`src/rtl/sdmd_pkg.sv`:
```
// Shared types, constants and glyph table of the scrolling digit matrix display.
package sdmd_pkg;

    localparam int MAX_DIGITS  = 10;
    localparam int MATRIX_ROWS = 5;
    localparam int MATRIX_COLS = 5;

    localparam int NUMBER_W  = 32;
    localparam int VALUE_W   = NUMBER_W - 1;
    localparam int DIGITS_W  = MAX_DIGITS * 4;
    localparam int TOTAL_W   = $clog2(MAX_DIGITS + 1);
    localparam int BITCNT_W  = $clog2(VALUE_W + 1);
    localparam int POS_W     = $clog2((MAX_DIGITS + 1) * MATRIX_COLS + 1) + 1;
    localparam int ROW_W     = 3;
    localparam int COL_W     = 3;
    localparam int SCAN_W    = 16;
    localparam int SCROLL_W  = 24;
    localparam int CFG_IDX_W = 1;
    localparam int CFG_W     = 24;
    localparam int FIFO_CNT_W = 2;

    localparam logic [CFG_IDX_W-1:0] REG_SCAN_PERIOD   = 1'd0;
    localparam logic [CFG_IDX_W-1:0] REG_SCROLL_PERIOD = 1'd1;

    localparam logic [SCAN_W-1:0]   SCAN_PERIOD_RST   = 16'd250;
    localparam logic [SCROLL_W-1:0] SCROLL_PERIOD_RST = 24'd12500;

    localparam logic [0:0] ACTION_LOAD = 1'b0;
    localparam logic [0:0] ACTION_TICK = 1'b1;

    localparam logic signed [POS_W-1:0] POS_END = POS_W'(-MATRIX_COLS);
    localparam logic [ROW_W-1:0] ROW_LAST = ROW_W'(MATRIX_ROWS - 1);
    localparam logic [COL_W-1:0] COL_LAST = COL_W'(MATRIX_COLS - 1);

    localparam logic [4:0] GLYPHS [10][5] = '{
        '{5'h0E, 5'h0A, 5'h0A, 5'h0A, 5'h0E},
        '{5'h04, 5'h0C, 5'h04, 5'h04, 5'h0E},
        '{5'h0E, 5'h02, 5'h0E, 5'h08, 5'h0E},
        '{5'h0E, 5'h02, 5'h0E, 5'h02, 5'h0E},
        '{5'h0A, 5'h0A, 5'h0E, 5'h02, 5'h02},
        '{5'h0E, 5'h08, 5'h0E, 5'h02, 5'h0E},
        '{5'h0E, 5'h08, 5'h0E, 5'h0A, 5'h0E},
        '{5'h0E, 5'h0A, 5'h02, 5'h02, 5'h02},
        '{5'h0E, 5'h0A, 5'h0E, 5'h0A, 5'h0E},
        '{5'h0E, 5'h0A, 5'h0E, 5'h02, 5'h0E}
    };

    typedef enum logic [1:0] {
        BCD_IDLE,
        BCD_SHIFT,
        BCD_ALIGN
    } bcd_state_t;

    typedef struct packed {
        logic               busy;
        logic               done;
        logic [TOTAL_W-1:0] total;
    } bcd_status_t;

    typedef struct packed {
        logic [ROW_W-1:0] row_index;
        logic [4:0]       column_on;
        logic             scrolling;
    } drive_t;

    function automatic logic [4:0] glyph_row(input logic [3:0] digit, input logic [ROW_W-1:0] row);
        logic [3:0] d;
        logic [4:0] bits;
        d    = (digit >= 4'd10) ? digit - 4'd10 : digit;
        bits = 5'd0;
        if (row <= ROW_LAST)
        begin
            bits = GLYPHS[d][row];
        end
        return bits;
    endfunction

endpackage

```
`src/rtl/sdmd_cmd_if.sv`:
```
// Request channel carrying load and tick items into the display.
interface sdmd_cmd_if;
    logic                                valid;
    logic                                ready;
    logic                                action;
    logic signed [sdmd_pkg::NUMBER_W-1:0] number;

    modport source (output valid, output action, output number, input ready);
    modport sink (input valid, input action, input number, output ready);
endinterface

```
`src/rtl/sdmd_drive_if.sv`:
```
// Result channel carrying one scanned matrix row per transfer.
interface sdmd_drive_if;
    logic                           valid;
    logic                           ready;
    logic [sdmd_pkg::ROW_W-1:0]     row_index;
    logic [4:0]                     column_on;
    logic                           scrolling;

    modport source (output valid, output row_index, output column_on, output scrolling,
                    input ready);
    modport sink (input valid, input row_index, input column_on, input scrolling,
                  output ready);
endinterface

```
`src/rtl/scrolling_digit_matrix_display_unit.sv`:
```
// Top level of the scrolling digit matrix display: timers, frame shifter and row output.
//
// Requests arrive on cmd. A tick request (action 1) advances the row-scan timer and,
// while scrolling, the scroll timer; when the scan timer expires one row and its lit
// columns are registered into the drive queue. A load request (action 0) shows
// 0..9 as a fixed glyph at once; a larger value goes through a bit-serial
// decimal converter, during which cmd is not ready: shift steps, then alignment
// steps that drop leading zeros, then a finishing step. Negative loads are dropped.
// After a tick or a small load, cmd stays ready unless the drive queue is full.
// Scrolling shifts the frame left by one column per scroll period, feeding the
// new right column from the most significant remaining digit.
// drive holds a two-entry queue: cmd stays ready while one row waits, and stalls
// whenever both entries are full, until drive.ready takes a row.
// cfg_wen writes scan_period (index 0) or scroll_period (index 1) at once.
// Reset: blank frame, row 0, timers cleared, periods 250 and 12500.
module scrolling_digit_matrix_display_unit
(
    input  logic                               clk,
    input  logic                               rst_n,
    input  logic                               cfg_wen,
    input  logic [sdmd_pkg::CFG_IDX_W-1:0]     cfg_index,
    input  logic [sdmd_pkg::CFG_W-1:0]         cfg_data,
    sdmd_cmd_if.sink                           cmd,
    sdmd_drive_if.source                       drive
);

    logic [sdmd_pkg::SCAN_W-1:0]        scan_period_reg;
    logic [sdmd_pkg::SCROLL_W-1:0]      scroll_period_reg;
    logic [4:0]                         frame_reg [sdmd_pkg::MATRIX_ROWS];
    logic [4:0]                         frame_next [sdmd_pkg::MATRIX_ROWS];
    logic [sdmd_pkg::DIGITS_W-1:0]      digits_reg, digits_next;
    logic [sdmd_pkg::TOTAL_W-1:0]       left_reg, left_next;
    logic [sdmd_pkg::COL_W-1:0]         col_reg, col_next;
    logic signed [sdmd_pkg::POS_W-1:0]  pos_reg, pos_next;
    logic                               active_reg, active_next;
    logic [sdmd_pkg::ROW_W-1:0]         scan_row_reg, scan_row_next;
    logic [sdmd_pkg::SCAN_W-1:0]        scan_cnt_reg, scan_cnt_next;
    logic [sdmd_pkg::SCROLL_W-1:0]      scroll_cnt_reg, scroll_cnt_next;
    sdmd_pkg::drive_t                   slot0_reg, slot0_next, slot1_reg, slot1_next;
    logic [sdmd_pkg::FIFO_CNT_W-1:0]    fifo_cnt_reg, fifo_cnt_next;

    sdmd_pkg::bcd_status_t              bcd_status;
    logic [sdmd_pkg::DIGITS_W-1:0]      bcd_digits;

    logic                               accept, load, tick, one_digit, start;
    logic [sdmd_pkg::SCAN_W-1:0]        scan_eff, scan_inc;
    logic [sdmd_pkg::SCROLL_W-1:0]      scroll_eff, scroll_inc;
    logic                               step, emit, pop, wr_low;
    logic [sdmd_pkg::POS_W-1:0]         tp1;
    logic [3:0]                         top_digit;
    logic [4:0]                         new_col;
    sdmd_pkg::drive_t                   row_out;

    assign accept    = cmd.valid && cmd.ready;
    assign load      = accept && (cmd.action == sdmd_pkg::ACTION_LOAD);
    assign tick      = accept && (cmd.action == sdmd_pkg::ACTION_TICK);
    assign one_digit = (cmd.number[sdmd_pkg::NUMBER_W-1:4] == '0) && (cmd.number[3:0] < 4'd10);
    assign start     = load && !cmd.number[sdmd_pkg::NUMBER_W-1] && !one_digit;

    assign cmd.ready = !bcd_status.busy && (fifo_cnt_reg != 2'd2);

    sdmd_bcd u_bcd
    (
        .clk    (clk),
        .rst_n  (rst_n),
        .start  (start),
        .value  (cmd.number[sdmd_pkg::VALUE_W-1:0]),
        .status (bcd_status),
        .digits (bcd_digits)
    );

    always_ff @(posedge clk or negedge rst_n)
    begin
        if (!rst_n)
        begin
            scan_period_reg   <= sdmd_pkg::SCAN_PERIOD_RST;
            scroll_period_reg <= sdmd_pkg::SCROLL_PERIOD_RST;
        end
        else if (cfg_wen)
        begin
            unique case (cfg_index)
                sdmd_pkg::REG_SCAN_PERIOD:   scan_period_reg   <= cfg_data[sdmd_pkg::SCAN_W-1:0];
                sdmd_pkg::REG_SCROLL_PERIOD: scroll_period_reg <= cfg_data;
            endcase
        end
    end

    always_ff @(posedge clk or negedge rst_n)
    begin
        if (!rst_n)
        begin
            for (int r = 0; r < sdmd_pkg::MATRIX_ROWS; r++)
            begin
                frame_reg[r] <= 5'd0;
            end
            left_reg       <= '0;
            col_reg        <= '0;
            pos_reg        <= '0;
            active_reg     <= 1'b0;
            scan_row_reg   <= '0;
            scan_cnt_reg   <= '0;
            scroll_cnt_reg <= '0;
            fifo_cnt_reg   <= '0;
        end
        else
        begin
            for (int r = 0; r < sdmd_pkg::MATRIX_ROWS; r++)
            begin
                frame_reg[r] <= frame_next[r];
            end
            left_reg       <= left_next;
            col_reg        <= col_next;
            pos_reg        <= pos_next;
            active_reg     <= active_next;
            scan_row_reg   <= scan_row_next;
            scan_cnt_reg   <= scan_cnt_next;
            scroll_cnt_reg <= scroll_cnt_next;
            fifo_cnt_reg   <= fifo_cnt_next;
        end
    end

    always_ff @(posedge clk)
    begin
        digits_reg <= digits_next;
        slot0_reg  <= slot0_next;
        slot1_reg  <= slot1_next;
    end

    assign scan_eff   = (scan_period_reg == '0) ? sdmd_pkg::SCAN_W'(1) : scan_period_reg;
    assign scroll_eff = (scroll_period_reg == '0) ? sdmd_pkg::SCROLL_W'(1) : scroll_period_reg;
    assign scan_inc   = scan_cnt_reg + 1'b1;
    assign scroll_inc = scroll_cnt_reg + 1'b1;
    assign top_digit  = digits_reg[sdmd_pkg::DIGITS_W-1 -: 4];
    assign tp1        = sdmd_pkg::POS_W'(bcd_status.total) + 1'b1;

    always_comb
    begin
        logic [4:0] glyph_bits;
        for (int r = 0; r < sdmd_pkg::MATRIX_ROWS; r++)
        begin
            glyph_bits = sdmd_pkg::glyph_row(top_digit, sdmd_pkg::ROW_W'(r));
            new_col[r] = (left_reg != '0) && glyph_bits[sdmd_pkg::COL_LAST - col_reg];
        end
    end

    always_comb
    begin
        for (int r = 0; r < sdmd_pkg::MATRIX_ROWS; r++)
        begin
            frame_next[r] = frame_reg[r];
        end
        digits_next     = digits_reg;
        left_next       = left_reg;
        col_next        = col_reg;
        pos_next        = pos_reg;
        active_next     = active_reg;
        scan_row_next   = scan_row_reg;
        scan_cnt_next   = scan_cnt_reg;
        scroll_cnt_next = scroll_cnt_reg;
        step            = 1'b0;
        emit            = 1'b0;

        if (bcd_status.done)
        begin
            for (int r = 0; r < sdmd_pkg::MATRIX_ROWS; r++)
            begin
                frame_next[r] = 5'd0;
            end
            digits_next     = bcd_digits;
            left_next       = bcd_status.total;
            col_next        = '0;
            pos_next        = (tp1 << 2) + tp1;
            active_next     = 1'b1;
            scroll_cnt_next = '0;
        end
        else if (load && !cmd.number[sdmd_pkg::NUMBER_W-1] && one_digit)
        begin
            for (int r = 0; r < sdmd_pkg::MATRIX_ROWS; r++)
            begin
                frame_next[r] = sdmd_pkg::glyph_row(cmd.number[3:0], sdmd_pkg::ROW_W'(r));
            end
            active_next = 1'b0;
        end
        else if (tick)
        begin
            if (active_reg)
            begin
                step            = (scroll_inc >= scroll_eff);
                scroll_cnt_next = step ? '0 : scroll_inc;
            end
            if (step)
            begin
                if (pos_reg <= sdmd_pkg::POS_END)
                begin
                    active_next = 1'b0;
                end
                else
                begin
                    pos_next = pos_reg - 1'b1;
                    for (int r = 0; r < sdmd_pkg::MATRIX_ROWS; r++)
                    begin
                        frame_next[r] = {frame_reg[r][3:0], new_col[r]};
                    end
                    if (left_reg != '0)
                    begin
                        if (col_reg == sdmd_pkg::COL_LAST)
                        begin
                            col_next    = '0;
                            digits_next = {digits_reg[sdmd_pkg::DIGITS_W-5:0], 4'd0};
                            left_next   = left_reg - 1'b1;
                        end
                        else
                        begin
                            col_next = col_reg + 1'b1;
                        end
                    end
                end
            end
            emit          = (scan_inc >= scan_eff);
            scan_cnt_next = emit ? '0 : scan_inc;
            if (emit)
            begin
                scan_row_next = (scan_row_reg == sdmd_pkg::ROW_LAST) ? '0 : scan_row_reg + 1'b1;
            end
        end
    end

    always_comb
    begin
        row_out.row_index = scan_row_reg;
        row_out.column_on = frame_next[scan_row_reg];
        row_out.scrolling = active_next;
    end

    assign pop    = (fifo_cnt_reg != '0) && drive.ready;
    assign wr_low = (fifo_cnt_reg == 2'd0) || ((fifo_cnt_reg == 2'd1) && pop);

    always_comb
    begin
        slot0_next = slot0_reg;
        slot1_next = slot1_reg;
        if (pop)
        begin
            slot0_next = slot1_reg;
        end
        if (emit)
        begin
            if (wr_low)
            begin
                slot0_next = row_out;
            end
            else
            begin
                slot1_next = row_out;
            end
        end
        unique case ({emit, pop})
            2'b10:   fifo_cnt_next = fifo_cnt_reg + 1'b1;
            2'b01:   fifo_cnt_next = fifo_cnt_reg - 1'b1;
            default: fifo_cnt_next = fifo_cnt_reg;
        endcase
    end

    assign drive.valid     = (fifo_cnt_reg != '0);
    assign drive.row_index = slot0_reg.row_index;
    assign drive.column_on = slot0_reg.column_on;
    assign drive.scrolling = slot0_reg.scrolling;

endmodule

```
`src/rtl/sdmd_bcd.sv`:
```
// Bit-serial binary to decimal converter with leading-zero alignment.
module sdmd_bcd
(
    input  logic                             clk,
    input  logic                             rst_n,
    input  logic                             start,
    input  logic [sdmd_pkg::VALUE_W-1:0]     value,
    output sdmd_pkg::bcd_status_t            status,
    output logic [sdmd_pkg::DIGITS_W-1:0]    digits
);

    sdmd_pkg::bcd_state_t                 state_reg, state_next;
    logic [sdmd_pkg::VALUE_W-1:0]         bin_reg, bin_next;
    logic [sdmd_pkg::DIGITS_W-1:0]        bcd_reg, bcd_next;
    logic [sdmd_pkg::BITCNT_W-1:0]        cnt_reg, cnt_next;
    logic [sdmd_pkg::TOTAL_W-1:0]         total_reg, total_next;
    logic                                 ovf_reg, ovf_next;
    logic [sdmd_pkg::DIGITS_W-1:0]        adj;
    logic                                 top_zero;
    logic                                 done;

    always_ff @(posedge clk or negedge rst_n)
    begin
        if (!rst_n)
        begin
            state_reg <= sdmd_pkg::BCD_IDLE;
        end
        else
        begin
            state_reg <= state_next;
        end
    end

    always_ff @(posedge clk)
    begin
        bin_reg   <= bin_next;
        bcd_reg   <= bcd_next;
        cnt_reg   <= cnt_next;
        total_reg <= total_next;
        ovf_reg   <= ovf_next;
    end

    always_comb
    begin
        for (int i = 0; i < sdmd_pkg::MAX_DIGITS; i++)
        begin
            adj[4*i +: 4] = (bcd_reg[4*i +: 4] >= 4'd5) ? bcd_reg[4*i +: 4] + 4'd3
                                                        : bcd_reg[4*i +: 4];
        end
    end

    assign top_zero = (bcd_reg[sdmd_pkg::DIGITS_W-1 -: 4] == 4'd0);

    always_comb
    begin
        state_next  = state_reg;
        bin_next    = bin_reg;
        bcd_next    = bcd_reg;
        cnt_next    = cnt_reg;
        total_next  = total_reg;
        ovf_next    = ovf_reg;
        done        = 1'b0;
        unique case (state_reg)
            sdmd_pkg::BCD_IDLE:
            begin
                if (start)
                begin
                    bin_next   = value;
                    bcd_next   = '0;
                    cnt_next   = sdmd_pkg::BITCNT_W'(sdmd_pkg::VALUE_W);
                    ovf_next   = 1'b0;
                    state_next = sdmd_pkg::BCD_SHIFT;
                end
            end
            sdmd_pkg::BCD_SHIFT:
            begin
                bcd_next = {adj[sdmd_pkg::DIGITS_W-2:0], bin_reg[sdmd_pkg::VALUE_W-1]};
                ovf_next = ovf_reg | adj[sdmd_pkg::DIGITS_W-1];
                bin_next = {bin_reg[sdmd_pkg::VALUE_W-2:0], 1'b0};
                cnt_next = cnt_reg - 1'b1;
                if (cnt_reg == sdmd_pkg::BITCNT_W'(1))
                begin
                    total_next = sdmd_pkg::TOTAL_W'(sdmd_pkg::MAX_DIGITS);
                    state_next = sdmd_pkg::BCD_ALIGN;
                end
            end
            sdmd_pkg::BCD_ALIGN:
            begin
                if (ovf_reg || !top_zero)
                begin
                    done       = 1'b1;
                    state_next = sdmd_pkg::BCD_IDLE;
                end
                else
                begin
                    bcd_next   = {bcd_reg[sdmd_pkg::DIGITS_W-5:0], 4'd0};
                    total_next = total_reg - 1'b1;
                end
            end
            default:
            begin
                state_next = sdmd_pkg::BCD_IDLE;
            end
        endcase
    end

    assign status.done  = done;
    assign status.busy  = (state_reg != sdmd_pkg::BCD_IDLE);
    assign status.total = total_reg;
    assign digits       = bcd_reg;

endmodule

```
`src/flat_wrapper.sv`:
```
// flat-port wrapper written by rule: the top's interface ports become plain ports
module scrolling_digit_matrix_display_unit_flat 
  (clk, rst_n, cfg_wen, cfg_index, cfg_data, cmd_valid, cmd_action, cmd_number, cmd_ready, drive_valid, drive_row_index, drive_column_on, drive_scrolling, drive_ready);
  sdmd_cmd_if cmd_i ();
  sdmd_drive_if drive_i ();
  input  logic clk;
  input  logic rst_n;
  input  logic cfg_wen;
  input  logic [sdmd_pkg::CFG_IDX_W-1:0] cfg_index;
  input  logic [sdmd_pkg::CFG_W-1:0] cfg_data;
  input wire logic [$bits(cmd_i.valid)-1:0] cmd_valid;
  input wire logic [$bits(cmd_i.action)-1:0] cmd_action;
  input wire logic [$bits(cmd_i.number)-1:0] cmd_number;
  output wire logic [$bits(cmd_i.ready)-1:0] cmd_ready;
  output wire logic [$bits(drive_i.valid)-1:0] drive_valid;
  output wire logic [$bits(drive_i.row_index)-1:0] drive_row_index;
  output wire logic [$bits(drive_i.column_on)-1:0] drive_column_on;
  output wire logic [$bits(drive_i.scrolling)-1:0] drive_scrolling;
  input wire logic [$bits(drive_i.ready)-1:0] drive_ready;
  assign cmd_i.valid = cmd_valid;
  assign cmd_i.action = cmd_action;
  assign cmd_i.number = cmd_number;
  assign cmd_ready = cmd_i.ready;
  assign drive_valid = drive_i.valid;
  assign drive_row_index = drive_i.row_index;
  assign drive_column_on = drive_i.column_on;
  assign drive_scrolling = drive_i.scrolling;
  assign drive_i.ready = drive_ready;
  scrolling_digit_matrix_display_unit u_core (.clk(clk), .rst_n(rst_n), .cfg_wen(cfg_wen), .cfg_index(cfg_index), .cfg_data(cfg_data), .cmd(cmd_i), .drive(drive_i));
endmodule
```
`config.mk`:
```
export PLATFORM = sky130hd
export DESIGN_NAME = scrolling_digit_matrix_display_unit_flat
export DESIGN_NICKNAME = d
export VERILOG_FILES = /design/src/rtl/sdmd_pkg.sv /design/src/rtl/sdmd_cmd_if.sv /design/src/rtl/sdmd_drive_if.sv /design/src/rtl/scrolling_digit_matrix_display_unit.sv /design/src/rtl/sdmd_bcd.sv /design/src/flat_wrapper.sv
export SDC_FILE = /design/constraint.sdc
export NUM_CORES = 1
export LEC_CHECK = 0
export BUFFER_PORTS_ARGS = -buffer_cell sky130_fd_sc_hd__buf_2
export CORE_MARGIN = 1
export CORE_UTILIZATION = 55
export DETAILED_ROUTE_END_ITERATION = 8
export PLACE_DENSITY = 0.79
export SETUP_SLACK_MARGIN = 0.4
export SYNTH_ARGS = -nofsm -noshare
export SYNTH_HDL_FRONTEND = slang
export SYNTH_SLANG_ARGS = --single-unit
export TNS_END_PERCENT = 100
```
`constraint.sdc`:
```
create_clock -name clk -period 15.11 [get_ports clk]
set_input_delay 0.7555 -clock clk [delete_from_list [all_inputs] [get_ports clk]]
set_output_delay 0.7555 -clock clk [all_outputs]
set_load 0.03 [all_outputs]
```
==> metrics.md, run 1 <==
| Metric | Value |
|---|---|
| CTS Buffer Depth | `3` |
| Largest net degree at the start of global routing | `between 80 and 90` |
| Post-layout min period | `5.70 ns` |
| Final setup viols | `0` |
| Net count, final | `about 1800` |
| Vias | `11600` |
| Post-Route WL | `33500 um` |
| Clock sink count | `about 270` |
| Hold WS | `roughly 0.27 ns` |
| Number of core rows | `60` |
| All-Layer GR Usage | `a little under a quarter` |
| CTS tree | `done` |
| Sequential area share after synthesis | `roughly 47%` |
| H-tree Lvls | `1` |
| Synth Register Bits | `around 270` |
| Final ANT Viol Nets | `0` |
| R2R Setup Slk | `9.41 ns` |
| Worst-Skew Late Latency | `roughly 0.57 ns` |
| Cell area after layout | `approximately 17000 um2` |
| Number of vias per cell | `just under 6` |
| Slew Viols, Final | `0` |
| Reg2Reg Depth | `18` |
| Ys Warns | `0` |
| Detailed Routing Iterations Pass 1 | `5` |
| Die area | `roughly 29000 um2` |
| Post-synth EDFFs | `between 100 and 150` |
| Input/output buffers | `73` |
| Layout area overhead | `10.4%` |
| Clk root buf | `clkbuf_16` |
| Antenna Cells | `0` |
| DRC viols | `0` |
| TNS Setup | `0 ns` |
| Post-synthesis cell count | `1561` |
| Most used DFF post-synth | `edfxtp_1` |
| Num CTS Buffers | `30` |
| Leading area contributor after synthesis | `edfxtp_1` |
| Synth cell count leaders | `247 x nand2_1, 137 x o21ai_0, 130 x edfxtp_1` |
| CP startpoint kind | `flop` |
| First-pass GRT wire length | `approximately 55000 um` |
| Max Cap Violations | `0` |
| RSZ-0062 raised after global routing | `false` |
| Filler Cell Count | `around 2200` |
| Type of the worst min-delay path | `in2async` |
| Avg Inst Size Synth | `approximately 10 um2` |
| Max Fclk | `about 180 MHz` |
| Drt wl/cell | `16.7 um` |
| Relative slew margins | `between 8 and 9%` |
| Measured slew at the worst slew-check pin | `roughly 1.4 ns` |
| Placed cell area | `between 15000 and 20000 um2` |
| P_leak | `between 7 and 8 nW` |
| Final worst-path cycle share | `between 30% and 40%` |
| Cell mode on critical path | `and3_1` |
| CTS resizes | `0` |
| Max IR drop VDD | `0.000150 V` |
| Crit-path slowest cell | `a21oi_4` |
| Grt total ovfl | `0` |
| Initial core utilization | `56.4%` |
| CP peak stage delay | `around 0.74 ns` |
| Syn nets | `between 1500 and 2000` |
| Post-CTS setup buffers | `0` |
| CP required | `~15 ns` |
| Post-Syn Area | `15300 um2` |
| CORE AREA | `around 27000 um2` |
| Initial antenna violation count | `0` |
| DP Wirelength | `approximately 23000 um` |
| Yosys top cell area share | `25.5%` |
| Largest cells by area after synthesis | `edfxtp_1 25%, dfrtp_1 19%, ha_1 7.7%` |
| Final hold violations | `0` |
| Pwr Density | `178 nW/um2` |
| Dpl ws | `between 9 and 10 ns` |
| Vias in the first global route | `roughly 11000` |
| Routability Congestion | `roughly 0.86` |
| Status | `finished, final reports clean` |
| Chip Height | `between 150 and 200 um` |
| Critical R2R Launch | `u_core.scroll_cnt_reg[0]` |
| Hold buffer count at cts | `0` |
| Critical Path Fanout Max | `28` |
| Clock transition at path regs | `0.06 ns` |
| Crit Path Class | `reg2reg` |
| Worst Skew | `roughly 0.026 ns` |
| Distinct cells, synth | `80` |
| CP Data Arrival Time | `just over 6 ns` |
| Crit-path cells | `ha_1 -> nand3_1 -> nor3_2 -> and2_1 -> and3_1 -> and3_1 -> and3_1 -> xor2_1 -> ha_1 -> nand4_2 -> nor4_2 -> o21ai_1 -> and3_1 -> a21oi_4 -> mux2i_1 -> a21oi_1 -> o311a_1 -> a21o_1` |
| Critical Path Sink Type | `flop` |
| Die width | `between 150 and 200 um` |
| DR iter-0 viols | `about 770` |
| Final worst slack | `about 9.4 ns` |
| R2r endpoint | `u_core.slot1_reg[2]` |
| Cell with the most instances after synthesis | `nand2_1` |
| I/O pin count | `74` |
| CP startpoint | `u_core.scroll_cnt_reg[0]` |
| Post-synth ARST share | `a little under half` |
| Share of post-route cells with drive strength above 1 | `about 14%` |
area by class of cell:
class | count | area (um2) | share of cell area (%)
Clock inverter | 11 | 91.3 | 0.540
Sequential cell | 266 | 7280 | 43.0
Inverter | 96 | 360 | 2.13
Timing Repair Buffer | 86 | 465 | 2.75
Tap cell | 372 | 465 | 2.75
Clock buffer | 45 | 837 | 4.95
Multi-Input combinational cell | 1130 | 7420 | 43.9
per-layer routing:
layer | global-route usage [%] | routed length [um]
met1 | 31.0 | 14900
met2 | 40.8 | 16400
met3 | 2.76 | 1200
met4 | 7.91 | 968
met5 | 0 | 0
cells in the final DEF, fill, tap and decap left out, types with 39 or more instances in the layout:
master    netlist  routed
nand2_1       247     247
dfrtp_1       115     115
nor2_1         90      90
mux2_2         62      62
edfxtp_1      130     130
ha_1           94      93
xnor2_1        39      39
nor2b_1        47      46
inv_1          96      96
buf_2           5      72
a21oi_1        66      66
o21ai_0       137     137
power by group:
group          internal (mW)  switching (mW)  total [mW]  leakage, nW
sequential              1.08           0.170        1.25         2.94
clock                  0.398           0.289       0.687        0.455
combinational          0.411           0.658        1.07         3.88
total                   1.89            1.12        3.01         7.27
worst max path at each step:
stage                                  to  slack, ns
global placement      u_core.slot1_reg[2]       9.77
floorplan            u_core.digits_reg[0]      10.06
detailed placement    u_core.slot1_reg[2]       9.49
CTS                   u_core.slot1_reg[2]       9.43
finish                u_core.slot1_reg[2]       9.41
global route        u_core.digits_reg[10]       8.97
critical path, delay by kind of cell, from the launching register on:
family / cells / cell delay, ns
mux: 1 / 0.33
simple gates: 9 / 2.51
xor+xnor: 1 / 0.09
fa+ha+maj: 2 / 0.57
compound gates: 5 / 1.52
flops: 1 / 0.43
metrics by stage:
step | std cells | power (mW) | util (%)
after floorplan | 1561 | 2.03 | -
after global placement | 1950 | 2.27 | 58.8
after detailed placement | 1950 | 2.32 | 58.8
after CTS | 2006 | 3.02 | 62.2
after global routing | 2006 | 3.21 | 62.2
final | 2006 | 3.01 | 62.2
kinds of logic (layout without fill, tap and decap cells):
family / count (synthesis) / count (layout) / share of synthesized area [%]
xor gates and xnor gates: 73 / 73 / 4.17
adders and majority gates: 95 / 95 / 7.81
buffers and inverters: 165 / 238 / 4.18
and+or+nand+nor: 551 / 551 / 17.1
DFF: 266 / 266 / 47.5
muxes: 82 / 82 / 6.03
AOI/OAI and AO/OA: 329 / 329 / 13.2
Power figures use the tool's default switching activity.
==> run 2, diff against run 1 <==
Settings changed: PLACE_DENSITY 0.79 to 0.81.
Clock period 15.11 ns to 4.7 ns, I/O delays scaled along.
==> run 2 against run 1 <==
Effect of this change:
- register-to-register slack lost 9.2 ns
- clock power rose to 3.2 times the previous value
- critical path type unchanged
- utilization increased by 4.5 points
- worst setup slack got worse by 9.2 ns
- final cell count rose by 4.4%
- clock skew decreased by 0.0096 ns
- maximum frequency up 28%
==> metrics.md, run 2 (synthesis results as in run 1) <==
| Metric | Value |
|---|---|
| Status | `finished, final reports clean (unchanged)` |
| Critical Path Fanout Max | `6 (was 28)` |
| DP Wirelength | `24000 um (was 22800 um)` |
| Drt wl/cell | `17.9 um (was 16.7 um)` |
| Worst Skew | `0.0164 ns (was 0.0260 ns)` |
| Vias | `12300 (was 11600)` |
| CORE AREA | `27200 um2 (unchanged)` |
| Core Util, Final | `66.7% (was 62.2%)` |
| Cell mode on critical path | `and3_4 (was and3_1)` |
| Slew Viols, Final | `0 (unchanged)` |
| Number of vias per cell | `5.87 (was 5.76)` |
| Chip Height | `169 um (unchanged)` |
| Vias in the first global route | `12200 (was 11300)` |
| RSZ-0062 raised after global routing | `true (was false)` |
| DR iter-0 viols | `1040 (was 767)` |
| Final hold violations | `0 (unchanged)` |
| Dpl ws | `-0.0566 ns (was 9.49 ns)` |
| Critical Path Sink Type | `flop (unchanged)` |
| Num CTS Buffers | `28 (was 30)` |
| Die area | `28500 um2 (unchanged)` |
| Share of post-route cells with drive strength above 1 | `19.3% (was 14.0%)` |
| CP Data Arrival Time | `4.76 ns (was 6.03 ns)` |
| All-Layer GR Usage | `26.0% (was 23.7%)` |
| Commonest cells after routing, fill and taps aside | `245 x nand2_1, 130 x edfxtp_1, 129 x o21ai_0 (was 247 x nand2_1, 137 x o21ai_0, 130 x edfxtp_1)` |
| GR Layer Usage met2 | `45.7% (was 40.8%)` |
| Met3 usage | `3.72% (was 2.76%)` |
| Number of core rows | `60 (unchanged)` |
| Post-layout min period | `4.45 ns (was 5.70 ns)` |
| Measured slew at the worst slew-check pin | `1.43 ns (was 1.37 ns)` |
| Cell area after layout | `18100 um2 (was 16900 um2)` |
| Layout area overhead | `18.4% (was 10.4%)` |
| Initial antenna violation count | `0 (unchanged)` |
| Non-Filler Instances | `2095 (was 2006)` |
| Top Usage Layer GRT | `met2 (unchanged)` |
| Worst-Skew Late Latency | `0.56 ns (was 0.57 ns)` |
| Buf+Inv Stages, Crit Path | `1 (was 0)` |
| Pwr Density | `549 nW/um2 (was 178 nW/um2)` |
| Grt total ovfl | `0 (unchanged)` |
| Initial core utilization | `56.4% (unchanged)` |
| Final worst-path cycle share | `94.6% (was 37.7%)` |
| P_leak | `7.78 nW (was 7.27 nW)` |
| Clk root buf | `clkbuf_16 (unchanged)` |
| First-pass GRT wire length | `60400 um (was 55400 um)` |
| Placed cell area | `16200 um2 (was 16000 um2)` |
| Placed cell count | `1963 (was 1950)` |
| Crit Path Class | `reg2reg (unchanged)` |
| Max Fclk | `225 MHz (was 175 MHz)` |
| Final setup viols | `0 (unchanged)` |
| Commonest non-fill, non-tap cell in the layout | `nand2_1 (unchanged)` |
| Crit-path slowest cell | `dfrtp_1 (was a21oi_4)` |
| Post-Route WL | `37600 um (was 33500 um)` |
| CTS Buffer Depth | `3 (unchanged)` |
| Clock transition at path regs | `0.06 ns (about the same)` |
| Die width | `169 um (unchanged)` |
| Routability Congestion | `0.884 (was 0.860)` |
| Crit-path cells | `and3_2 -> and4_4 -> and2_4 -> and3_4 -> and3_4 -> nand3_2 -> xnor2_1 -> ha_1 -> nand4_4 -> nor4_4 -> nand4_1 -> o21a_4 -> a21oi_4 -> buf_6 -> mux2i_4 -> a21oi_2 -> o311a_1 -> a21o_1 (was ha_1 -> nand3_1 -> nor3_2 -> and2_1 -> and3_1 -> and3_1 -> and3_1 -> xor2_1 -> ha_1 -> nand4_2 -> nor4_2 -> o21ai_1 -> and3_1 -> a21oi_4 -> mux2i_1 -> a21oi_1 -> o311a_1 -> a21o_1)` |
| Net count, final | `1859 (was 1768)` |
| Max IR drop VDD | `0.000494 V (was 0.000150 V)` |
| Hold WS | `0.0192 ns (was 0.270 ns)` |
| CP startpoint kind | `flop (unchanged)` |
| Final worst slack | `0.254 ns (was 9.41 ns)` |
| CP top delay family | `simple AND/OR/NAND/NOR gates (unchanged)` |
| Max Cap Violations | `0 (unchanged)` |
| H-tree Lvls | `1 (unchanged)` |
| I/O pin count | `74 (unchanged)` |
| Type of the worst min-delay path | `in2reg (was in2async)` |
| Detailed Routing Iterations Pass 1 | `7 (was 5)` |
| Largest net degree at the start of global routing | `59 (was 82)` |
| CP required | `5.01 ns (was 15.43 ns)` |
| CTS tree | `done (unchanged)` |
| Antenna Cells | `0 (unchanged)` |
| Input/output buffers | `73 (unchanged)` |
| Final ANT Viol Nets | `0 (unchanged)` |
| Met1 Use GR | `32.5% (was 31.0%)` |
| Relative slew margins | `4.26% (was 8.79%)` |
| DRC viols | `0 (unchanged)` |
| Clock sink count | `266 (unchanged)` |
| CP peak stage delay | `0.40 ns (was 0.74 ns)` |
## run 2: cell types whose count changed in the layout (fill, tap and decap cells not counted), sizes merged
cell         delta
clkinvlp        +6
clkbuf         -11
inv             +1
clkinv          -1
bufinv          +2
nand2b          +1
buf            +47
dlygate4sd3    +44
## run 2: area by class of cell
cell class                 instances  area (um2)
clock buffer                      33         719
sequential                       266        7280
timing repair buffer             178        1330
inverter                          96         360
multi-input combinational       1131        7790
clock inverter                    19         191
tap                              372         465
fill                            1955        9040
## run 2: per-stage QoR
| step | power, mW | setup TNS [ns] |
|---|---|---|
| 2_1_floorplan | 6.53 | 0 |
| 3_3_place_gp | 7.40 | 0 |
| 3_5_place_dp | 7.58 | -0.153 |
| 4_1_cts | 9.89 | 0 |
| 5_1_grt | 10.6 | 0 |
| 6_report | 9.95 | 0 |
## run 2: repair_timing
action,in CTS,in global routing
setup endpoints to repair,101,96
pin swaps,4,23
hold endpoints to repair,112,0
buffers inserted,11,23
gates resized for setup,23,56
gates cloned,0,2
hold buffers,44,0
## run 2: layer usage
layer / up-vias / share of wire [%]
met5: - / 0
met4: 0 / 3.2
met3: 94 / 5.2
met2: 449 / 51
met1: 5952 / 40
li1: 5794 / -
## run 2: where the power goes
part	internal, mW	total [mW]	switching (mW)	leakage (nW)
Combinational	1.46	3.69	2.23	4.42
Sequential	3.47	4.04	0.572	2.93
Clock	1.26	2.21	0.949	0.425
Total	6.20	9.95	3.75	7.78
## run 2: final timing paths
path	cells after the start	endpoint	slack (ns)	startpoint
setup / recovery	18	u_core.slot1_reg[2]	0.25	u_core.scroll_cnt_reg[9]
hold / removal	2	u_core.u_bcd.bin_reg[20]	0.02	cmd_number[20]
setup reg to reg	18	u_core.slot1_reg[2]	0.25	u_core.scroll_cnt_reg[9]
hold reg to reg	1	u_core.fifo_cnt_reg[0]	0.51	u_core.fifo_cnt_reg[0]
max in group asynchronous	3	u_core.scroll_cnt_reg[0]	3.33	rst_n
min in group asynchronous	2	u_core.frame_reg[3]	0.30	rst_n
==> run 3, diff against run 2 <==
Settings changed: CORE_ASPECT_RATIO from default to 1.75, PLACE_DENSITY 0.81 to 0.83.
==> run 3 against run 2 <==
Effect of this change:
- sequential share of layout area is essentially flat
- count of clock-buffer cells in the layout shrank 4
- worst setup slack gained 0.045 ns
- critical path depth grew 1
- maximum frequency grew 1.0%
- final cell count shrank 0.24%
- critical path type unchanged
==> metrics.md, run 3 (synthesis results as in run 1) <==
| Metric | Value |
|---|---|
| Largest net degree at the start of global routing | `67 (was 59)` |
| Commonest non-fill, non-tap cell in the layout | `nand2_1 (unchanged)` |
| R2R Setup Slk | `0.30 ns (was 0.25 ns)` |
| Hold WS | `0.0125 ns (was 0.0192 ns)` |
| Filler Cell Count | `1957 (was 1955)` |
| CP required | `5.00 ns (was 5.01 ns)` |
| Net count, final | `1858 (was 1859)` |
| H-tree Lvls | `1 (unchanged)` |
| Critical Path Sink Type | `flop (unchanged)` |
| CP peak stage delay | `0.44 ns (was 0.40 ns)` |
| Num CTS Buffers | `25 (was 28)` |
| CP Data Arrival Time | `4.70 ns (was 4.76 ns)` |
| Relative slew margins | `11.6% (was 4.26%)` |
| Die width | `128 um (was 169 um)` |
| Layout area overhead | `18.4% (about the same)` |
| All-Layer GR Usage | `27.4% (was 26.0%)` |
| Share of post-route cells with drive strength above 1 | `20.3% (was 19.3%)` |
| Total Power | `9.99 mW (was 9.95 mW)` |
| Placed cell area | `16200 um2 (about the same)` |
| CP startpoint | `u_core.scroll_cnt_reg[0] (was u_core.scroll_cnt_reg[9])` |
| Clock sink count | `266 (unchanged)` |
| Max Fclk | `227 MHz (was 225 MHz)` |
| R2r endpoint | `u_core.slot1_reg[2] (unchanged)` |
| Input/output buffers | `73 (unchanged)` |
| Worst Hold Launch | `cmd_number[9] (was cmd_number[20])` |
| Non-Filler Instances | `2090 (was 2095)` |
| Clk root buf | `clkbuf_16 (unchanged)` |
| Worst-Skew Late Latency | `0.56 ns (about the same)` |
| I/O pin count | `74 (unchanged)` |
| DRC viols | `0 (unchanged)` |
| Max Cap Violations | `0 (unchanged)` |
| Number of vias per cell | `5.96 (was 5.87)` |
| Crit-path slowest cell | `dfrtp_2 (was dfrtp_1)` |
| Final setup viols | `0 (unchanged)` |
| Measured slew at the worst slew-check pin | `1.32 ns (was 1.43 ns)` |
| Final hold violations | `0 (unchanged)` |
| Number of core rows | `80 (was 60)` |
| Initial core utilization | `56.1% (was 56.4%)` |
| Crit-path cells | `ha_4 -> nand3_4 -> nor3_4 -> and2_4 -> and3_4 -> and3_4 -> and3_4 -> xor2_1 -> ha_1 -> nand4_4 -> nor4_4 -> nand4_1 -> o21ai_1 -> o21ai_2 -> buf_12 -> o22ai_1 -> a211oi_1 -> o311a_1 -> a21o_1 (was and3_2 -> and4_4 -> and2_4 -> and3_4 -> and3_4 -> nand3_2 -> xnor2_1 -> ha_1 -> nand4_4 -> nor4_4 -> nand4_1 -> o21a_4 -> a21oi_4 -> buf_6 -> mux2i_4 -> a21oi_2 -> o311a_1 -> a21o_1)` |
| DR iter-0 viols | `908 (was 1040)` |
| Clock transition at path regs | `0.07 ns (was 0.06 ns)` |
| Commonest cells after routing, fill and taps aside | `244 x nand2_1, 130 x edfxtp_1, 129 x o21ai_0 (was 245 x nand2_1, 130 x edfxtp_1, 129 x o21ai_0)` |
| Critical R2R Launch | `u_core.scroll_cnt_reg[0] (was u_core.scroll_cnt_reg[9])` |
| Cell area after layout | `18100 um2 (about the same)` |
| Initial antenna violation count | `3 (was 0)` |
| TNS Setup | `0 ns (unchanged)` |
| Dpl ws | `0.0385 ns (was -0.0566 ns)` |
| Chip Height | `223 um (was 169 um)` |
| Reg2Reg Depth | `19 (was 18)` |
| Detailed Routing Iterations Pass 1 | `6 (was 7)` |
| Vias in the first global route | `12700 (was 12200)` |
| Placed cell count | `1960 (was 1963)` |
| Cell mode on critical path | `and3_4 (unchanged)` |
| Pwr Density | `550 nW/um2 (was 549 nW/um2)` |
| Final worst-path cycle share | `93.6% (was 94.6%)` |
| Critical Path Fanout Max | `28 (was 6)` |
| DP Wirelength | `25700 um (was 24000 um)` |
| Final worst slack | `0.299 ns (was 0.254 ns)` |
| Type of the worst min-delay path | `in2reg (unchanged)` |
| Max IR drop VDD | `0.000542 V (was 0.000494 V)` |
| Grt total ovfl | `0 (unchanged)` |
| Vias | `12400 (was 12300)` |
| Crit Path Class | `reg2reg (unchanged)` |
| CP startpoint kind | `flop (unchanged)` |
| P_leak | `7.82 nW (was 7.78 nW)` |
| Final ANT Viol Nets | `0 (unchanged)` |
| Die area | `28600 um2 (was 28500 um2)` |
| Worst Setup EP | `u_core.slot1_reg[2] (unchanged)` |
| Drt wl/cell | `19.1 um (was 17.9 um)` |
| CTS Buffer Depth | `3 (unchanged)` |
| CTS tree | `done (unchanged)` |
| Routability Congestion | `0.918 (was 0.884)` |
| Worst Skew | `0.0214 ns (was 0.0164 ns)` |
| Slew Viols, Final | `0 (unchanged)` |
| CORE AREA | `27300 um2 (was 27200 um2)` |
| Post-layout min period | `4.40 ns (was 4.45 ns)` |
| Status | `finished, final reports clean (unchanged)` |
| Core Util, Final | `66.4% (was 66.7%)` |
| First-pass GRT wire length | `61600 um (was 60400 um)` |
| RSZ-0062 raised after global routing | `true (unchanged)` |
| Post-Route WL | `39800 um (was 37600 um)` |
[run 3: critical path, delay by kind of cell (launching register included)]
kind / cells / cell delay (ns)
adder cells (fa/ha/maj): 2 / 0.52
buffers and inverters: 1 / 0.19
AO/OA/AOI/OAI: 6 / 1.28
flip-flops: 1 / 0.44
AND/OR/NAND/NOR: 9 / 1.66
XOR/XNOR: 1 / 0.06
[run 3: cell type report]
cell class                 count  area [um2]  area share [%]
clock buffer                  29         682            3.76
clock inverter                16         218            1.20
timing repair buffer         180        1330            7.32
multi-input combinational   1131        7800            43.0
sequential                   266        7280            40.1
inverter                      96         360            1.99
tap                          369         462            2.55
antenna                        3        7.51          0.0414
[run 3: repair_timing]
| action | CTS | global route |
|---|---|---|
| buffers inserted | 27 | 21 |
| cloned | 1 | 1 |
| pin swaps | 20 | 31 |
| gates resized for setup | 31 | 39 |
| hold buffers | 32 | 0 |
| endpoints found under the setup margin | 97 | 103 |
| endpoints found under the hold margin | 78 | 0 |
[run 3: worst min path at each step]
| stage | depth (start not counted) | slack [ns] | end |
|---|---|---|---|
| 2_1_floorplan | 0 | -0.06 | u_core.active_reg |
| 3_3_place_gp | 1 | 0.24 | u_core.scroll_cnt_reg[21] |
| 3_5_place_dp | 1 | 0.24 | u_core.scroll_cnt_reg[20] |
| 4_1_cts | 2 | 0.0002 | u_core.u_bcd.bin_reg[9] |
| 5_1_grt | 2 | 0.002 | u_core.u_bcd.bin_reg[12] |
| 6_report | 2 | 0.01 | u_core.u_bcd.bin_reg[9] |
[run 3: per-layer routing]
layer  track usage, %  part of all wire (%)  vias to the layer above
li1                 -                     -                     5778
met1             26.7                    34                     6018
met2             52.1                    54                      464
met3             4.48                   4.8                      185
met4             17.2                   6.3                        2
met5                0                 0.025                        -
[run 3: power by group]
part	internal, mW	leakage (nW)	switching, mW	total, mW
Clock	1.32	0.444	0.927	2.25
Sequential	3.47	2.93	0.560	4.03
Combinational	1.46	4.44	2.25	3.71
Total	6.25	7.82	3.74	9.99
